$ cat config.mk
export PLATFORM = sky130hd
export DESIGN_NAME = mde_front
export DESIGN_NICKNAME = d
export VERILOG_FILES = /design/src/design/mde_pkg.sv /design/src/design/mde_front.sv
export SDC_FILE = /design/constraint.sdc
export NUM_CORES = 1
export LEC_CHECK = 0
export BUFFER_PORTS_ARGS = -buffer_cell sky130_fd_sc_hd__buf_2
export CORE_AREA = 2 2 68 70
export DETAILED_ROUTE_END_ITERATION = 7
export DIE_AREA = 0 0 70 72
export GPL_TIMING_DRIVEN = 0
export PLACE_DENSITY = 0.67
export RECOVER_POWER = 25
export SLEW_MARGIN = 10
export SYNTH_ARGS = -nofsm -noshare
export SYNTH_HDL_FRONTEND = slang
export SYNTH_SLANG_ARGS = --single-unit
$ cat constraint.sdc
create_clock -name vclk -period 1.6
set_input_delay 0.08 -clock vclk [all_inputs]
set_output_delay 0.08 -clock vclk [all_outputs]
set_load 0.05 [all_outputs]
$ cat src/design/mde_pkg.sv
// ----------------------------------------------------------------------------
// mde_pkg
// Shared types and codes for the multiply/divide instruction emulator.
// ----------------------------------------------------------------------------
package mde_pkg;

  localparam int unsigned FieldWidth   = 32;
  localparam int unsigned DataWidthDef = 32;
  localparam int unsigned QueueDepth   = 2;

  localparam logic [4:0] CauseIllegal = 5'd2;
  localparam logic [6:0] OpcRegReg    = 7'h33;
  localparam logic [6:0] F7MulDiv     = 7'h01;
  localparam logic [2:0] F3Mul        = 3'd0;
  localparam logic [2:0] F3Div        = 3'd4;
  localparam logic [2:0] F3Divu       = 3'd5;
  localparam logic [2:0] F3Rem        = 3'd6;
  localparam logic [2:0] F3Remu       = 3'd7;

  typedef enum logic [2:0] {
    OP_NONE = 3'd0,
    OP_MUL  = 3'd1,
    OP_DIV  = 3'd2,
    OP_DIVU = 3'd3,
    OP_REM  = 3'd4,
    OP_REMU = 3'd5
  } op_e;

  typedef struct packed {
    logic [4:0]                   trap_cause;
    logic [FieldWidth-1:0]        instruction_word;
    logic signed [FieldWidth-1:0] rs1_value;
    logic signed [FieldWidth-1:0] rs2_value;
  } in_t;

  typedef struct packed {
    logic                         handled;
    logic [4:0]                   dest_index;
    logic signed [FieldWidth-1:0] write_value;
  } out_t;

  // classified command between front and back
  typedef struct packed {
    op_e                   op;
    logic [4:0]            rd;
    logic                  dz;
    logic                  ovf;
    logic [FieldWidth-1:0] a;
    logic [FieldWidth-1:0] b;
  } cmd_t;

endpackage

$ cat src/design/mde_front.sv
// ----------------------------------------------------------------------------
// mde_front
// Decodes the trapped instruction and flags divide special cases.
// ----------------------------------------------------------------------------
module mde_front #(
  parameter int unsigned DataWidth = mde_pkg::DataWidthDef
) (
  input  mde_pkg::in_t  item_i,
  output mde_pkg::cmd_t cmd_o
);
  import mde_pkg::*;

  logic [6:0] opcode;
  logic [6:0] f7;
  logic [2:0] f3;
  logic       match;
  op_e        op;

  assign opcode = item_i.instruction_word[6:0];
  assign f3     = item_i.instruction_word[14:12];
  assign f7     = item_i.instruction_word[31:25];
  assign match  = (item_i.trap_cause == CauseIllegal) && (opcode == OpcRegReg) &&
                  (f7 == F7MulDiv);

  always_comb begin
    op = OP_NONE;
    if (match) begin
      unique case (f3)
        F3Mul:   op = OP_MUL;
        F3Div:   op = OP_DIV;
        F3Divu:  op = OP_DIVU;
        F3Rem:   op = OP_REM;
        F3Remu:  op = OP_REMU;
        default: op = OP_NONE;
      endcase
    end
  end

  assign cmd_o.op  = op;
  assign cmd_o.rd  = item_i.instruction_word[11:7];
  assign cmd_o.a   = item_i.rs1_value;
  assign cmd_o.b   = item_i.rs2_value;
  assign cmd_o.dz  = (item_i.rs2_value == '0);
  // most negative over -1 only exists when the datapath is as wide as the field
  assign cmd_o.ovf = (DataWidth == FieldWidth) &&
                     (item_i.rs1_value == {1'b1, {(FieldWidth-1){1'b0}}}) &&
                     (item_i.rs2_value == '1);

endmodule

==> results.md <==
- Status: finished, violations left
- Failing checks: negative setup slack
- Mapped Nets: 215
- Relative slew slack: 0.598
- Post-Syn Area per Cell: 7.19 µm²
- I/O pins: 175
- DR iter-0 viols: 9
- CP startpoint: item_i[33]
- Vias in the first global route: 1262
- Cell count after placement: 326
- Min Tclk post-route: 1.64 ns
- Worst hold stages: 3
- Pin count of the biggest net entering global routing: 5
- Register area share after synthesis: 0
- Area delta synth->final: 106%
- Crit path DAT: 1.56 ns
- Crit-path max FO: 2
- Cells after Synth: 114
- Ratio of cells with drive above 1 in the final layout: 0.785
- DRC: 0
- First-pass GRT wire length: 5190 µm
- Worst Setup Path Type: input port to primary output
- Via-per-instance ratio: 4.12
- FFs & Latches: 0
- Starting Density: 0.192
- Unrepaired setup endpoints after global routing: yes
- Top cell type by total area after synthesis: buf_4
- Total global-route track usage: 0.122
- Final hold slack: 0.515 ns
- DP HPWL: 3350 µm
- Port Buf Inserts: 160
- Crit end category: primary output
- Actual slew at the worst max-slew pin: 0.606 ns
- Final wirelength: 3450 µm
- Largest cells by area after synthesis: buf_4 (63%), nor4_1 (9.9%), nand4_1 (8.4%), nor4bb_1 (3.7%), nor4b_1 (3.2%)
- Pwr dens: 408 nW/µm²
- Max cap viols: 0
- Worst Hold Class: input port to primary output
- Final setup fails: 1
- Hold_sp: item_i[77]
- FMAX: 0.609 GHz
- DP Area: 1710 µm²
- Layout Cells excl Fill: 326
- Leakage: 0.978 nW
- Die Ht: 72 µm
- Setup ws final: -0.0426 ns
- Commonest cells post-synth: buf_4 (69), nor4_1 (13), nand4_1 (11)
- Post-route ant nets: 0
- Vias: 1342
- Pre-CTS WS: -0.140 ns
- Ant diodes: 0
- Fin nets: 377
- Post-synth top area share: 0.632
- Slew Limit Fails: 0
- Die X-Extent: 70 µm
- Layout clock buffers: 0
- DRT Pass-1 Iters: 3
- Placer Congestion: 0.826
- Setup bufs post-CTS: 0
- Flip-flop and latch area: 0 µm²
- Wire length per cell: 10.6 µm
- Cell with the most instances after synthesis: buf_4
- CP Launch Type: input port
- Mapped Area: 820 µm²
- Post-route design area: 1690 µm²
- Peak VDD IR: 0.000134 V
- Layout fillers: 466
- Area of the multi-input gates: 324 µm²
- Row count: 24
- Fin crit share: 1.03
- Die area: 5040 µm²
- Total gr overflow: 0
- Yosys Warn Count: 0
- Hold Vio Cnt, Final: 0
- Initial antenna violation count: 0
- Crit path capture: cmd_o[64]
- Core ar.: 4260 µm²
- Yosys cell types: 14
- Worst Path Required: 1.52 ns
-- worst max-delay path, stage by stage --
cell,delay [ns]
buf_2,0.10
or4b_1,0.52
or4_4,0.44
nor4_4,0.22
buf_6,0.19
-- final cells by class --
class,instances,share of cell area
multi-input cells,45,0.192
repair buffers,160,0.464
plain buffers,69,0.306
well taps,52,0.0385
-- routing by layer --
metal	track usage	wire length, µm	vias to the layer above
li1	-	-	682
met2	0.265	1890	98
met5	0	0	-
met3	0.0264	460	0
met1	0.122	1090	562
met4	0.00855	0	0
-- per-stage QoR --
step | power, W | TNS, ns | util
3_5_place_dp | 0.000703 | -0.140 | 0.401
3_3_place_gp | 0.000697 | -0.119 | 0.401
4_1_cts | 0.000704 | -0.0604 | 0.402
5_1_grt | 0.000728 | -0.0975 | 0.397
6_report | 0.000691 | -0.0426 | 0.397
2_1_floorplan | 0.000484 | -0.368 | -
-- worst min path at each step --
stage	end
after global routing	cmd_o[72]
after CTS	cmd_o[66]
after global placement	cmd_o[70]
final	cmd_o[72]
after detailed placement	cmd_o[66]
after floorplan	cmd_o[72]
-- power breakdown --
group / switching [W] / internal, W / leakage (nW)
clock: 0 / 0 / 0
combinational: 0.000447 / 0.000243 / 0.978
sequential: 0 / 0 / 0
total: 0.000447 / 0.000243 / 0.978
-- cell families (layout without fill, tap and decap cells) --
kind of cell | Yosys count | count (layout) | synth area share
buffers and inverters | 69 | 229 | 0.632
and+or+nand+nor | 44 | 44 | 0.362
AOI/OAI and AO/OA | 1 | 1 | 0.00610
-- cell usage in the layout, fill, tap and decap left out --
cell	instances
a21oi_1	1
and4_1	1
buf_2	141
buf_4	69
buf_6	1
clkbuf_1	18
nand2_1	1
nand3_1	1
nand4_1	11
nor2_1	2
nor3_1	4
nor4_1	13
nor4_4	1
nor4b_1	2
nor4b_2	1
nor4bb_1	3
or4_1	1
or4_4	2
or4b_1	1
-- timing repair --
item,CTS,global route
endpoints found under the hold margin,0,0
hold buffers,0,0
endpoints found under the setup margin,1,1
pin swaps,0,0
resized for setup,2,0
No activity file was read; power rests on OpenSTA's default activity.
