File: src/design/mde_pkg.sv
// ----------------------------------------------------------------------------
// mde_pkg
// Shared types and codes for the multiply/divide instruction emulator.
// ----------------------------------------------------------------------------
package mde_pkg;

  localparam int unsigned FieldWidth   = 32;
  localparam int unsigned DataWidthDef = 32;
  localparam int unsigned QueueDepth   = 2;

  localparam logic [4:0] CauseIllegal = 5'd2;
  localparam logic [6:0] OpcRegReg    = 7'h33;
  localparam logic [6:0] F7MulDiv     = 7'h01;
  localparam logic [2:0] F3Mul        = 3'd0;
  localparam logic [2:0] F3Div        = 3'd4;
  localparam logic [2:0] F3Divu       = 3'd5;
  localparam logic [2:0] F3Rem        = 3'd6;
  localparam logic [2:0] F3Remu       = 3'd7;

  typedef enum logic [2:0] {
    OP_NONE = 3'd0,
    OP_MUL  = 3'd1,
    OP_DIV  = 3'd2,
    OP_DIVU = 3'd3,
    OP_REM  = 3'd4,
    OP_REMU = 3'd5
  } op_e;

  typedef struct packed {
    logic [4:0]                   trap_cause;
    logic [FieldWidth-1:0]        instruction_word;
    logic signed [FieldWidth-1:0] rs1_value;
    logic signed [FieldWidth-1:0] rs2_value;
  } in_t;

  typedef struct packed {
    logic                         handled;
    logic [4:0]                   dest_index;
    logic signed [FieldWidth-1:0] write_value;
  } out_t;

  // classified command between front and back
  typedef struct packed {
    op_e                   op;
    logic [4:0]            rd;
    logic                  dz;
    logic                  ovf;
    logic [FieldWidth-1:0] a;
    logic [FieldWidth-1:0] b;
  } cmd_t;

endpackage

File: src/design/mde_queue.sv
// ----------------------------------------------------------------------------
// mde_queue
// Short command FIFO between front and back.
// ----------------------------------------------------------------------------
module mde_queue (
  input  logic          clk_i,
  input  logic          rst_ni,
  input  logic          push_i,
  input  mde_pkg::cmd_t cmd_i,
  input  logic          pop_i,
  output mde_pkg::cmd_t cmd_o,
  output logic          empty_o,
  output logic          full_o
);
  import mde_pkg::*;

  localparam int unsigned PtrW = (QueueDepth > 1) ? $clog2(QueueDepth) : 1;
  localparam int unsigned CntW = $clog2(QueueDepth + 1);

  cmd_t            mem_q [QueueDepth];
  logic [PtrW-1:0] wr_ptr_q, wr_ptr_d;
  logic [PtrW-1:0] rd_ptr_q, rd_ptr_d;
  logic [CntW-1:0] cnt_q, cnt_d;
  logic            do_push;
  logic            do_pop;

  assign empty_o = (cnt_q == '0);
  assign full_o  = (cnt_q == CntW'(QueueDepth));
  assign do_push = push_i && !full_o;
  assign do_pop  = pop_i && !empty_o;
  assign cmd_o   = mem_q[rd_ptr_q];

  always_comb begin
    wr_ptr_d = wr_ptr_q;
    rd_ptr_d = rd_ptr_q;
    cnt_d    = cnt_q;
    if (do_push) begin
      wr_ptr_d = (wr_ptr_q == PtrW'(QueueDepth - 1)) ? '0 : wr_ptr_q + 1'b1;
    end
    if (do_pop) begin
      rd_ptr_d = (rd_ptr_q == PtrW'(QueueDepth - 1)) ? '0 : rd_ptr_q + 1'b1;
    end
    if (do_push && !do_pop) begin
      cnt_d = cnt_q + 1'b1;
    end else if (do_pop && !do_push) begin
      cnt_d = cnt_q - 1'b1;
    end
  end

  always_ff @(posedge clk_i or negedge rst_ni) begin
    if (!rst_ni) begin
      wr_ptr_q <= '0;
      rd_ptr_q <= '0;
      cnt_q    <= '0;
    end else begin
      wr_ptr_q <= wr_ptr_d;
      rd_ptr_q <= rd_ptr_d;
      cnt_q    <= cnt_d;
    end
  end

  always_ff @(posedge clk_i) begin
    if (do_push) begin
      mem_q[wr_ptr_q] <= cmd_i;
    end
  end

endmodule

File: config.mk
export PLATFORM = sky130hd
export DESIGN_NAME = mde_queue
export DESIGN_NICKNAME = d
export VERILOG_FILES = /design/src/design/mde_pkg.sv /design/src/design/mde_queue.sv
export SDC_FILE = /design/constraint.sdc
export NUM_CORES = 1
export LEC_CHECK = 0
export BUFFER_PORTS_ARGS = -buffer_cell sky130_fd_sc_hd__buf_4
export CAP_MARGIN = 20
export CELL_PAD_IN_SITES_DETAIL_PLACEMENT = 1
export CELL_PAD_IN_SITES_GLOBAL_PLACEMENT = 2
export CORE_MARGIN = 2
export CORE_UTILIZATION = 41
export CTS_BUF_LIST = sky130_fd_sc_hd__clkbuf_16
export DETAILED_ROUTE_END_ITERATION = 6
export MAX_ROUTING_LAYER = met4
export PLACE_DENSITY = 0.94
export SLEW_MARGIN = 10
export SYNTH_ARGS = -nofsm -noshare
export SYNTH_HDL_FRONTEND = slang
export SYNTH_SLANG_ARGS = --single-unit
File: constraint.sdc
create_clock -name clk_i -period 12.8 [get_ports clk_i]
set_clock_uncertainty 0.15 [all_clocks]
set_input_delay 1.28 -clock clk_i [delete_from_list [all_inputs] [get_ports clk_i]]
set_output_delay 1.28 -clock clk_i [all_outputs]
set_load 0.1 [all_outputs]
==> out/qor.tcl <==
set qor(pin_count_of_the_biggest_net_entering_global_routing) 75
set qor(htree_levels) 4
set qor(die_y_um) 122
set qor(post_synth_inst_count) 249
set qor(drive_gt1_frac) 0.619
set qor(worst_path_most_repeated_cell) {buf_4}
set qor(critical_path_arrival_ns) 2.57
set qor(first_iter_violations) 142
set qor(synth-compound-area-share) 0.000872
set qor(total_vias_in_the_final_route) 2873
set qor(finish.net_count) 496
set qor(setup.worst_path.start_class) {flop}
set qor(fin_setup_tns_ns) 0
set qor(clock_path_buffers) 2
set qor(layout_min_cycle_time_ns) 4.00
set qor(synthTopCellsByArea) {edfxtp_1 77%, mux2_4 13%, mux2_2 4.7%, dfrtp_1 1.7%, buf_6 1.2%}
set qor(chipWidth_um) 122
set qor(synth_top_family_by_area) {multiplexers}
set qor(crit_path_max_fanout) 61
set qor(yosys.area_share.xor_xnor) 0.00763
set qor(ctsRootBufferMaster) {clkbuf_16}
set qor(grt-ovfl-total) 0
set qor(synthDominantCellAreaShare) 0.774
set qor(num-fill-cells) 1238
set qor(io_pins) 154
set qor(holdPathStages) 1
set qor(flow.area_growth_from_synthesis_pct) 35.4
set qor(drv_slew) 0
set qor(cp_slowest_stage_delay_ns) 0.80
set qor(dpl.hpwl_um) 7150
set qor(drcViolationCount) 0
set qor(synth-seq-area-share) 0.792
set qor(maxCapViolations) 0
set qor(critical_path.reg2reg.endpoint) {mem_q[0][17]}
set qor(holdPathEnd) {cnt_q[1]}
set qor(wl_per_cell_um) 17.7
set qor(hold_violations) 0
set qor(synth_cell_type_count) 15
set qor(crit_chain) {buf_4, mux2_2, buf_4}
set qor(antenna_cells_inserted) 0
set qor(cts_hold_buffers) 0
set qor(initial_utilization) 0.417
set qor(grt_first_pass_wirelength_um) 16500
set qor(timing.reg2reg.setup_slack_ns) 10.54
set qor(synth_warnings) 0
set qor(floorplan.core_area_sq_um) 13800
set qor(synth.cell_area_sq_um) 5740
set qor(yosysTopAreaCell) {edfxtp_1}
set qor(grtUsageTotal) 0.156
set qor(min-delay-start) {cnt_q[1]}
set qor(syn_avg_cell_area_sq_um) 23.0
set qor(worst_ep_required_time_ns) 11.37
set qor(maximum_operating_frequency_mhz) 250
set qor(ys_seq_elements) 152
set qor(outcome) {completed}
set qor(multi_input_area_sq_um) 1120
set qor(worst-slew-pin-transition_ns) 1.02
set qor(slew-limit-headroom) 0.319
set qor(placementRows) 43
set qor(mappedNetlistNets) 328
set qor(clock_buffer_count_from_cts) 17
set qor(timing.rr.start) {cnt_q[0]}
set qor(ant_nets) 0
set qor(worst-path-buf-inv) 2
set qor(postRouteWirelength_um) 10800
set qor(tritoncts_clock_tree) {built}
set qor(ws_path_type) {flop to primary output}
set qor(report.final.setup_viol) 0
set qor(routed_via_density) 4.71
set qor(antenna_found_initial) 0
set qor(synth_simple_gate_area_share) 0.00480
set qor(critical_path_end_type) {primary output}
set qor(insertion_delay_ns) 0.42
set qor(portBuffers) 153
set qor(grt_pass1_vias) 3174
set qor(critical_path.top_delay_family) {buffers and inverters}
set qor(min-delay-path-class) {flop to flop}
set qor(die-area_sq_um) 15000
set qor(area.sequential_sq_um) 4550
set qor(cts.sink_count) 152
set qor(post_cts.resized_instances) 0
set qor(synth_mux_area_frac) 0.178
set qor(worst_r2r_path_depth) 4
set qor(fin_crit_sh) 0.313
set qor(rsz0062_at_grt) {no}
set qor(gp_routability_congestion) 0.718
set qor(synth_adder_area_share) 0.00218
set qor(setup_buffers_after_cts) 0
set qor(crit_slowest_cell) {buf_4}
set qor(clk_pin_slew_worst_paths_ns) 0.06
set qor(final_util) 0.564
set qor(drt_pass1_iterations) 4
==> cell families (layout without fill, tap and decap cells) <==
family | after synthesis | after routing
multiplexers | 74 | 74
adder cells (fa/ha/maj) | 1 | 1
AND/OR/NAND/NOR | 6 | 6
flip-flops | 152 | 152
AO/OA/AOI/OAI | 1 | 1
XOR/XNOR | 5 | 5
buffers and inverters | 10 | 191
==> state kept, by name (all words and copies together), names as in the netlist <==
register	flops
rd_ptr_q	1
cnt_q	2
mem_q	148
wr_ptr_q	1
==> worst max path at each step <==
stage / end / slack (ns) / start / cells past startpoint
3_3_place_gp: cmd_o[43] / 9.25 / rd_ptr_q / 3
3_5_place_dp: cmd_o[67] / 9.21 / rd_ptr_q / 3
4_1_cts: cmd_o[67] / 8.75 / rd_ptr_q / 3
6_report: cmd_o[52] / 8.80 / rd_ptr_q / 3
5_1_grt: cmd_o[47] / 8.65 / rd_ptr_q / 3
2_1_floorplan: mem_q[0][0] / 7.69 / push_i / 2
==> layout by cell type (no fill, tap or decap) <==
cell type,Yosys,final
clkinv_2,0,2
buf_16,0,2
inv_6,0,1
nor2_4,0,1
buf_4,0,155
inv_1,2,2
ha_1,1,1
xnor2_1,3,3
edfxtp_1,148,148
dfrtp_4,0,1
bufinv_16,0,5
o21ai_0,1,1
dfrtp_1,4,3
nand2b_1,1,1
clkinvlp_4,0,4
nor2_1,3,2
mux2_2,24,24
clkbuf_16,0,17
xor2_1,2,2
mux2_4,50,50
and3_4,0,1
nand2_1,1,1
clkinv_4,0,3
==> through the flow <==
stage	hold slack [ns]	area [sq um]	instances	worst slack (ns)
finish	0.377	7770	610	8.80
CTS	0.374	7720	608	8.75
global placement	0.351	7070	576	9.25
global route	0.398	7770	610	8.65
detailed placement	0.361	7070	576	9.21
floorplan	0.311	5740	249	7.69
==> routing by layer <==
| layer | GRT usage | share of wire |
|---|---|---|
| met2 | 0.248 | 0.51 |
| met4 | 0.0690 | 0.017 |
| met5 | - | 0 |
| met3 | 0.0516 | 0.066 |
| met1 | 0.180 | 0.40 |
==> synthesized netlist by cell type <==
cell / number
nor2_1: 3
and3_1: 1
mux2_4: 50
xor2_1: 2
o21ai_0: 1
mux2_2: 24
edfxtp_1: 148
xnor2_1: 3
inv_1: 2
dfrtp_1: 4
ha_1: 1
buf_6: 6
buf_2: 2
nand2b_1: 1
nand2_1: 1
==> layout make-up <==
cell class | count | share of cell area
flip-flops and latches | 152 | 0.585
repair buffers | 157 | 0.157
multi-input cells | 87 | 0.144
clock buffers | 17 | 0.0547
clock inverters | 15 | 0.0290
well taps | 180 | 0.0290
inverters | 2 | 0.000966
Power is left out: the tool's default activity adds up to more than one toggle a clock period on the data nets, which glitch-free logic cannot reach.
